===== config.mk =====
export PLATFORM = sky130hd
export DESIGN_NAME = command_line_keyword_matcher
export DESIGN_NICKNAME = d
export VERILOG_FILES = /design/src/rtl/clkm_pkg.sv /design/src/rtl/clkm_ram.sv /design/src/rtl/clkm_name_match.sv /design/src/rtl/command_line_keyword_matcher.sv
export VERILOG_INCLUDE_DIRS = /design/src /design/src/rtl
export SDC_FILE = /design/constraint.sdc
export NUM_CORES = 1
export LEC_CHECK = 0
export ABC_AREA = 1
export BUFFER_PORTS_ARGS = -buffer_cell sky130_fd_sc_hd__buf_4
export CORE_UTILIZATION = 50
export DETAILED_ROUTE_END_ITERATION = 8
export PLACE_DENSITY = 0.7
export SETUP_SLACK_MARGIN = 0.05
export SYNTH_ARGS = -nofsm -noshare
export SYNTH_HDL_FRONTEND = slang
export SYNTH_HIERARCHICAL = 1
export SYNTH_SLANG_ARGS = --single-unit

===== constraint.sdc =====
create_clock -name clock -period 4.1 [get_ports clock]
set_input_delay 0.615 -clock clock [delete_from_list [all_inputs] [get_ports clock]]
set_output_delay 0.615 -clock clock [all_outputs]
set_load 0.02 [all_outputs]

===== src/rtl/command_line_keyword_matcher_defines.svh =====
// Assertion macros for the keyword matcher RTL
`ifndef COMMAND_LINE_KEYWORD_MATCHER_DEFINES_SVH
`define COMMAND_LINE_KEYWORD_MATCHER_DEFINES_SVH

`define CLKM_ASSERT_ALWAYS(lbl, clk, rst, cond) \
   lbl: assert property (@(posedge clk) disable iff (rst) (cond)) \
      else $error("invariant violated");

`define CLKM_ASSERT_IMPLIES(lbl, clk, rst, ante, cons) \
   lbl: assert property (@(posedge clk) disable iff (rst) (ante) |-> (cons)) \
      else $error("implication violated");

`define CLKM_ASSERT_NEXT(lbl, clk, rst, ante, cons) \
   lbl: assert property (@(posedge clk) disable iff (rst) (ante) |=> (cons)) \
      else $error("next-cycle check violated");

`endif


===== src/rtl/clkm_pkg.sv =====
// Types, constants and name table of the command line keyword matcher
`timescale 1ns / 1ps
package clkm_pkg;

   localparam int NAME_ROWS      = 34;
   localparam int ROW_W          = 6;
   localparam int NAME_MAX_CHARS = 16;
   localparam int NAME_IDX_W     = 4;
   localparam int NAME_LEN_W     = 5;
   localparam int RSP_W          = 32;

   localparam logic [7:0] CHAR_DEL    = 8'h08;
   localparam logic [7:0] CHAR_LF     = 8'h0A;
   localparam logic [7:0] CHAR_CR     = 8'h0D;
   localparam logic [7:0] CHAR_COLON  = 8'h3A;
   localparam logic [7:0] CASE_OFFSET = 8'd32;

   typedef enum logic [1:0] {
      ST_IDLE,
      ST_FETCH,
      ST_CHECK,
      ST_FINISH
   } state_type;

   typedef enum logic [1:0] {
      STATUS_OVERFLOW  = 2'd0,
      STATUS_HEX       = 2'd1,
      STATUS_NOT_FOUND = 2'd2,
      STATUS_FOUND     = 2'd3
   } status_type;

   typedef struct packed {
      logic                  clear;
      logic                  step;
      logic                  in_name;
      logic [NAME_IDX_W-1:0] pos;
      logic [7:0]            upper;
   } match_ctl_type;

   typedef struct packed {
      logic             found;
      logic [ROW_W-1:0] index;
   } match_res_type;

   localparam logic [NAME_MAX_CHARS*8-1:0] NAME_STR [NAME_ROWS] = '{
      "STARTHEXDEC", "STOPHEXDEC", "REPROG", "ADC", "REBOOT", "REBOOTUSB",
      "TEST", "PING", "TIMER", "DEBUGEN", "RGB", "RGBPARAM", "RGBOFF",
      "COMPTEUR", "DECOMPTEUR", "PLUIE", "SUPERPLUIE", "MATCH", "FRD", "FSRD",
      "FWR", "FER", "LOGRST", "LOGINIT", "LOGPRINT", "LOGADD", "LOGFILL",
      "SETUPERASE", "SETUPREAD", "SETUPRELOAD", "SETUPADD", "VERSION",
      "PRINTCMD", "HELP"
   };

   localparam logic [NAME_LEN_W-1:0] NAME_LEN [NAME_ROWS] = '{
      5'd11, 5'd10, 5'd6, 5'd3, 5'd6, 5'd9,
      5'd4, 5'd4, 5'd5, 5'd7, 5'd3, 5'd8, 5'd6,
      5'd8, 5'd10, 5'd5, 5'd10, 5'd5, 5'd3, 5'd4,
      5'd3, 5'd3, 5'd6, 5'd7, 5'd8, 5'd6, 5'd7,
      5'd10, 5'd9, 5'd11, 5'd8, 5'd7,
      5'd8, 5'd4
   };

   function automatic logic [7:0] name_char(input logic [ROW_W-1:0] row,
                                            input logic [NAME_IDX_W-1:0] pos);
      logic [NAME_LEN_W-1:0] len;
      logic [NAME_LEN_W-1:0] ofs;
      logic [7:0]            ch;
      len = NAME_LEN[row];
      ofs = len - {1'b0, pos} - 1'b1;
      ch  = 8'h00;
      if ({1'b0, pos} < len) begin
         ch = NAME_STR[row][{ofs[NAME_IDX_W-1:0], 3'b000} +: 8];
      end
      return ch;
   endfunction

   function automatic logic is_alnum(input logic [7:0] c);
      return c inside {[8'h30:8'h39], [8'h41:8'h5A], [8'h61:8'h7A]};
   endfunction

   function automatic logic [7:0] to_upper(input logic [7:0] c);
      logic [7:0] u;
      u = c;
      if (c inside {[8'h61:8'h7A]}) begin
         u = c - CASE_OFFSET;
      end
      return u;
   endfunction

endpackage


===== src/rtl/clkm_ram.sv =====
// Generic single-port-write, single-port-read RAM with registered read data
`timescale 1ns / 1ps
module clkm_ram #(
   parameter int WIDTH = 8,
   parameter int DEPTH = 64
) (
   input  logic                             clock,
   input  logic                             wr_en,
   input  logic [$clog2(DEPTH)-1:0]         wr_addr,
   input  logic [WIDTH-1:0]                 wr_data,
   input  logic [$clog2(DEPTH)-1:0]         rd_addr,
   output logic [WIDTH-1:0]                 rd_data
);

   logic [WIDTH-1:0] mem_ff [DEPTH];
   logic [WIDTH-1:0] rd_data_ff;

   always_ff @(posedge clock) begin
      if (wr_en) begin
         mem_ff[wr_addr] <= wr_data;
      end
      rd_data_ff <= mem_ff[rd_addr];
   end

   assign rd_data = rd_data_ff;

endmodule


===== src/rtl/clkm_name_match.sv =====
// Candidate mask over the command name table and first-match encoder
`timescale 1ns / 1ps
module clkm_name_match
   import clkm_pkg::*;
#(
   parameter int CNT_W = 7
) (
   input  logic              clock,
   input  match_ctl_type     ctl,
   input  logic [CNT_W-1:0]  klen,
   output match_res_type     res
);

   localparam int CMP_W = CNT_W + NAME_LEN_W;

   logic [NAME_ROWS-1:0] cand_ff;
   logic [NAME_ROWS-1:0] cand_in;
   logic [NAME_ROWS-1:0] hit;
   logic [CMP_W-1:0]     klen_x;

   assign klen_x = CMP_W'(klen);

   for (genvar r = 0; r < NAME_ROWS; r++) begin : g_row
      always_comb begin
         cand_in[r] = cand_ff[r];
         if (ctl.clear) begin
            cand_in[r] = 1'b1;
         end else if (ctl.step) begin
            cand_in[r] = cand_ff[r] & ctl.in_name &
                         (name_char(ROW_W'(r), ctl.pos) == ctl.upper);
         end
      end
      assign hit[r] = cand_ff[r] & (klen_x == CMP_W'(NAME_LEN[r]));
   end

   always_ff @(posedge clock) begin
      cand_ff <= cand_in;
   end

   always_comb begin
      res.found = 1'b0;
      res.index = '0;
      for (int r = NAME_ROWS - 1; r >= 0; r--) begin
         if (hit[r]) begin
            res.found = 1'b1;
            res.index = ROW_W'(r);
         end
      end
   end

endmodule


===== src/rtl/command_line_keyword_matcher.sv =====
// Top level of the command line keyword matcher
//
// Bytes arrive one per request on the req_ channel and are kept in a line
// RAM of MAX_LINE bytes. A backspace request drops the last byte; bytes past
// a full line only raise the count to MAX_LINE + 1, which flags overflow.
// A CR or LF request ends the line; an empty line gives no result.
// Ordinary bytes and backspaces are taken whenever the matcher is idle. A line end on a
// non-empty line walks the stored keyword out of the line RAM one byte a
// cycle, bounded by the single read port of the line RAM, narrowing a mask
// of candidate names; an overflowed line skips the walk. The result then
// sits in the rsp_ output register.
// While the receiver stalls the result, new bytes are still taken; a further
// line end finishes its walk and waits until the output register frees.
// Reset empties the line and drops any pending result; the line RAM is not
// cleared, since only bytes below the count are ever read.
`timescale 1ns / 1ps
`include "command_line_keyword_matcher_defines.svh"
module command_line_keyword_matcher
   import clkm_pkg::*;
#(
   parameter int MAX_LINE = 64
) (
   input  logic             clock,
   input  logic             reset,
   input  logic             req_tvalid,
   output logic             req_tready,
   input  logic [7:0]       req_tdata,   // [7:0] rx_byte
   output logic             rsp_tvalid,
   input  logic             rsp_tready,
   output logic [RSP_W-1:0] rsp_tdata    // [1:0] line_status, [7:2] command_index,
                                         // [14:8] keyword_length, [21:15] line_length,
                                         // [28:22] param_start, [31:29] zero
);

   localparam int CNT_W = $clog2(MAX_LINE + 2);
   localparam int AW    = $clog2(MAX_LINE);
   localparam int EXT_W = CNT_W + 8;
   localparam logic [CNT_W-1:0] FULL = CNT_W'(MAX_LINE);
   localparam logic [CNT_W-1:0] OVER = CNT_W'(MAX_LINE + 1);

   state_type        state_ff, state_in;
   logic [CNT_W-1:0] count_ff, count_in;
   logic [CNT_W-1:0] llen_ff, llen_in;
   logic [CNT_W-1:0] idx_ff, idx_in;
   logic [CNT_W-1:0] klen_ff, klen_in;
   status_type       kind_ff, kind_in;
   logic             rsp_valid_ff, rsp_valid_in;
   logic [RSP_W-1:0] rsp_data_ff, rsp_data_in;

   logic             req_fire, is_eol, is_del, rsp_free, scan_last;
   logic             ram_we;
   logic [AW-1:0]    ram_rd_addr;
   logic [7:0]       ram_rd_data;
   logic [CNT_W-1:0] idx_next;
   logic             byte_alnum, byte_colon;
   logic [7:0]       byte_upper;
   logic [EXT_W-1:0] idx_x;
   match_ctl_type    match_ctl;
   match_res_type    match_res;

   logic [CNT_W:0]   klen1, llen_w, pstart_w;
   logic [EXT_W-1:0] klen_x, llen_x, pstart_x;
   status_type       status;
   logic [ROW_W-1:0] index;

   assign req_fire   = req_tvalid & req_tready;
   assign is_eol     = (req_tdata == CHAR_LF) || (req_tdata == CHAR_CR);
   assign is_del     = (req_tdata == CHAR_DEL);
   assign rsp_free   = !rsp_valid_ff || rsp_tready;
   assign idx_next   = idx_ff + 1'b1;
   assign scan_last  = (idx_next == llen_ff);
   assign byte_alnum = is_alnum(ram_rd_data);
   assign byte_upper = to_upper(ram_rd_data);
   assign byte_colon = (idx_ff == '0) && (ram_rd_data == CHAR_COLON);
   assign idx_x      = EXT_W'(idx_ff);

   clkm_ram #(
      .WIDTH (8),
      .DEPTH (MAX_LINE)
   ) u_line_ram (
      .clock   (clock),
      .wr_en   (ram_we),
      .wr_addr (count_ff[AW-1:0]),
      .wr_data (req_tdata),
      .rd_addr (ram_rd_addr),
      .rd_data (ram_rd_data)
   );

   clkm_name_match #(
      .CNT_W (CNT_W)
   ) u_name_match (
      .clock (clock),
      .ctl   (match_ctl),
      .klen  (klen_ff),
      .res   (match_res)
   );

   always_comb begin
      state_in = state_ff;
      case (state_ff)
         ST_IDLE: begin
            if (req_fire && is_eol && count_ff != '0) begin
               state_in = (count_ff == OVER) ? ST_FINISH : ST_FETCH;
            end
         end
         ST_FETCH: begin
            state_in = ST_CHECK;
         end
         ST_CHECK: begin
            if (byte_colon || !byte_alnum || scan_last) begin
               state_in = ST_FINISH;
            end
         end
         ST_FINISH: begin
            if (rsp_free) begin
               state_in = ST_IDLE;
            end
         end
         default: begin
            state_in = ST_IDLE;
         end
      endcase
   end

   always_comb begin
      req_tready        = (state_ff == ST_IDLE);
      ram_we            = (state_ff == ST_IDLE) && req_fire && !is_eol && !is_del &&
                          (count_ff < FULL);
      ram_rd_addr       = (state_ff == ST_CHECK) ? idx_next[AW-1:0] : '0;
      match_ctl.clear   = (state_ff == ST_FETCH);
      match_ctl.step    = (state_ff == ST_CHECK) && byte_alnum;
      match_ctl.in_name = (idx_x < EXT_W'(NAME_MAX_CHARS));
      match_ctl.pos     = idx_x[NAME_IDX_W-1:0];
      match_ctl.upper   = byte_upper;
   end

   always_comb begin
      klen1    = {1'b0, klen_ff} + 1'b1;
      llen_w   = {1'b0, llen_ff};
      pstart_w = (klen1 < llen_w) ? klen1 : llen_w;
      klen_x   = EXT_W'(klen_ff);
      llen_x   = EXT_W'(llen_ff);
      pstart_x = EXT_W'(pstart_w);
      status   = kind_ff;
      index    = '0;
      if (kind_ff == STATUS_NOT_FOUND && match_res.found) begin
         status = STATUS_FOUND;
         index  = match_res.index;
      end
      if (kind_ff == STATUS_OVERFLOW || kind_ff == STATUS_HEX) begin
         klen_x   = '0;
         pstart_x = '0;
      end
   end

   always_comb begin
      count_in     = count_ff;
      llen_in      = llen_ff;
      idx_in       = idx_ff;
      klen_in      = klen_ff;
      kind_in      = kind_ff;
      rsp_valid_in = rsp_valid_ff & !rsp_tready;
      rsp_data_in  = rsp_data_ff;
      case (state_ff)
         ST_IDLE: begin
            if (req_fire) begin
               if (is_eol) begin
                  count_in = '0;
                  if (count_ff != '0) begin
                     llen_in = count_ff;
                     idx_in  = '0;
                     klen_in = '0;
                     kind_in = (count_ff == OVER) ? STATUS_OVERFLOW : STATUS_NOT_FOUND;
                  end
               end else if (is_del) begin
                  if (count_ff != '0) begin
                     count_in = count_ff - 1'b1;
                  end
               end else if (count_ff < OVER) begin
                  count_in = count_ff + 1'b1;
               end
            end
         end
         ST_CHECK: begin
            if (byte_colon) begin
               kind_in = STATUS_HEX;
            end else if (!byte_alnum) begin
               klen_in = idx_ff;
            end else if (scan_last) begin
               klen_in = idx_next;
            end else begin
               idx_in = idx_next;
            end
         end
         ST_FINISH: begin
            if (rsp_free) begin
               rsp_valid_in = 1'b1;
               rsp_data_in  = {3'b000, pstart_x[6:0], llen_x[6:0], klen_x[6:0],
                               index, status};
            end
         end
         default: begin
         end
      endcase
   end

   always_ff @(posedge clock) begin
      if (reset) begin
         state_ff     <= ST_IDLE;
         count_ff     <= '0;
         rsp_valid_ff <= 1'b0;
      end else begin
         state_ff     <= state_in;
         count_ff     <= count_in;
         rsp_valid_ff <= rsp_valid_in;
      end
      llen_ff     <= llen_in;
      idx_ff      <= idx_in;
      klen_ff     <= klen_in;
      kind_ff     <= kind_in;
      rsp_data_ff <= rsp_data_in;
   end

   assign rsp_tvalid = rsp_valid_ff;
   assign rsp_tdata  = rsp_data_ff;

   `CLKM_ASSERT_ALWAYS(a_count_bound, clock, reset, count_ff <= OVER)
   `CLKM_ASSERT_IMPLIES(a_scan_index, clock, reset, state_ff == ST_CHECK, idx_ff < llen_ff)
   `CLKM_ASSERT_IMPLIES(a_busy_line, clock, reset, state_ff != ST_IDLE, llen_ff != '0)
   `CLKM_ASSERT_NEXT(a_result_load, clock, reset, state_ff == ST_FINISH && rsp_free,
                     rsp_valid_ff && state_ff == ST_IDLE)

endmodule


==> impl_metrics.tcl <==
set metrics [dict create \
    vias 23500 \
    grt_antenna_before_repair 4 \
    gr-usage-all-layers 0.265 \
    finalMaxSlewViolations 0 \
    crit_path_max_incr_delay_ps 560 \
    grt_pass1_wl_um 128000 \
    rsz0062_at_grt "no" \
    initial_core_util 0.506 \
    wire_per_inst_um 20.2 \
    netlist_area_sq_mm 0.0305 \
    drt_iter0_markers 2657 \
    hold_viol_final 0 \
    fillers 5159 \
    grt.overflow.total 0 \
    final_cell_mix "nand2_1, edfxtp_1, nand3_1, nor2_1, inv_1" \
    critical_path.endpoint_type "register" \
    crit_path_max_fanout 90 \
    io_buffers 42 \
    area_delta_synth_final_pct 11.0 \
    numCtsBuffers 66 \
    cts_resized 0 \
    drt-vias-per-instance 5.78 \
    yosys_warnings 6 \
    path_class "register to register" \
    htreeDepth 3 \
    max_slew_margin 0.166 \
    worst_ep_arrival_time_ps 4030 \
    path_delay_family "buffers and inverters" \
    max-vdd-ir-drop_mv 0.438 \
    setup_violations 0 \
    clk_latency_ps 610 \
    dieArea_sq_mm 0.0619 \
    final_common_cell "nand2_1" \
    fin_util 0.561 \
    synthCells 3202 \
    globalplace.congestion 0.993 \
    firstDrtPassIters 6 \
    cts_root_buf "clkbuf_16" \
    synth_area_leaders "edfxtp_1, nand2_1, nand3_1, dfxtp_1, nor2_1" \
    synth_top_area_frac 0.556 \
    startpoint_type "register" \
    syn_avg_cell_area_sq_um 9.51 \
    crit_path_cell_trace "inv_1 > ha_1 > inv_1 > nor2_4 > buf_12 > buf_4 > nand2_1 > nand3_1 > nand3_1 > nand2_1 > nand2_1 > nand3_1 > nand3_1 > nand2_1" \
    routed_wl_um 82400 \
    cts_tree "yes" \
    synth_edf_count 564 \
    final_layout_size_suffix_gt1_frac 0.0894 \
    post-route-min-period_ps 3510 \
    postRouteAntennaNets 0 \
    fp-row-count 90 \
    skew_ps 34.9 \
    status "finished clean" \
    post_cts_buffers 0 \
    cp_data_required_time_ps 4630 \
    cts_sinks 616 \
    synth_top_area_cell "edfxtp_1" \
    ios 46 \
    fp.dieW_um 249 \
    fin_crit_sh 0.855 \
    finalNetCount 3304 \
    grt_pass1_vias 22800 \
    synthArstFlopShare 0 \
    die-height_um 249 \
    grt_max_degree 129 \
    clock_path_buffers 3 \
    diodes 0 \
    whs_path_depth 2 \
    worstHoldPathType "input port to register" \
    ys.flop_type "edfxtp_1" \
    core_area_sq_mm 0.0602 \
    fin_setup_tns_ps 0 \
    power.static_leakage_nw 13.1 \
    cts_hold_buf 0 \
    max_clock_freq_ghz 0.285 \
    ys_ff_latch 616 \
    cap_violations 0 \
    worst-r2r-cell-count 14 \
    clkSlewWorstSetupHoldPaths_ps 60 \
    synth_seq_area_share 0.590 \
    ys_types 59 \
    reg2reg_slack_ps 590 \
    drc 0 \
    slowest_stage "buf_4" \
    cp_num_cells 14 \
    p_per_area_mw_per_mm2 553 \
    tightestPinTransition_ps 1240 \
    path_buf_inv 4 \
    dp_hpwl_um 52000 \
]
==> state kept, by name, indices dropped and copies added, names as in the netlist <==
signal                cells
u_line_ram/mem_ff       512
u_name_match/cand_ff     34
rsp_tdata                29
u_line_ram/rd_data        8
count_ff                  7
idx_ff                    7
klen_ff                   7
llen_ff                   7
kind_ff                   2
state_ff                  2
rsp_tvalid                1
==> layout make-up <==
cell class	count	area (sq um)	share of cell area
clock buffers	88	1780	0.0528
clock inverters	30	373	0.0110
inverters	188	718	0.0212
multi-input cells	2230	10800	0.320
flip-flops and latches	616	18000	0.532
well taps	782	978	0.0289
repair buffers	137	1150	0.0341
==> synth_stat cells, types with 3 or more instances <==
library cell  number
buf_4             14
nor2_1           207
o41ai_1           19
a21oi_1           90
buf_6             26
o22ai_1            4
o21ai_1           12
buf_2             59
o21ai_0           73
ha_1              52
nand3_1          506
nand3b_1           5
nor4_1             6
xor2_1            85
edfxtp_1         564
a211oi_1           4
nor2_4             5
o2111ai_1          5
o211ai_1          17
buf_1             16
clkinv_1           5
nand3_2            3
inv_1            167
a31oi_1            6
nor2_2             9
xnor2_1            3
o31ai_1            8
nand4_1           28
nand2_1          993
or2_2              5
clkbuf_1          53
inv_2             14
dfxtp_1           52
nand2_2           15
nor3_1            42
==> logic make-up after synthesis <==
logic type	after synthesis	share of synthesized area
simple gates	1830	0.257
flops	616	0.590
buf+inv	358	0.0556
compound gates	255	0.0495
xor+xnor	88	0.0253
fa+ha+maj	53	0.0220
other cells	1	0.000123
mux	1	0.000370
==> where the power goes <==
group / switching [mW] / internal, mW / total, mW
Sequential: 0.250 / 7.15 / 7.40
Clock: 2.54 / 3.37 / 5.91
Combinational: 3.84 / 1.55 / 5.38
==> metal layers <==
| layer | track usage | wire [um] | vias up | share of wire |
|---|---|---|---|---|
| li1 | - | - | 11000 | - |
| met1 | 0.347 | 33200 | 11100 | 0.40 |
| met2 | 0.429 | 38500 | 1110 | 0.47 |
| met3 | 0.0476 | 6790 | 263 | 0.082 |
| met4 | 0.122 | 3850 | 8 | 0.047 |
| met5 | 0 | 48 | - | 0.00058 |
==> stage by stage <==
stage | std cells | hold WS (ps) | total power, mW | cell area (sq um) | worst slack, ps
after floorplan | 3204 | 419 | 11.1 | 30500 | 914
after global placement | 3953 | 436 | 12.7 | 31700 | 710
after detailed placement | 3953 | 438 | 12.8 | 31700 | 678
after CTS | 4071 | 213 | 18.7 | 33800 | 656
after global routing | 4071 | 234 | 19.5 | 33800 | 314
final | 4071 | 237 | 18.7 | 33800 | 595
==> worst paths after layout <==
kind | startpoint | endpoint
max | state_ff[0] | u_line_ram/rd_data[1]
min reg2reg | u_name_match/cand_ff[19] | u_name_match/cand_ff[19]
min | reset | count_ff[5]
max reg2reg | state_ff[0] | u_line_ram/rd_data[1]
Power figures use the tool's default switching activity.
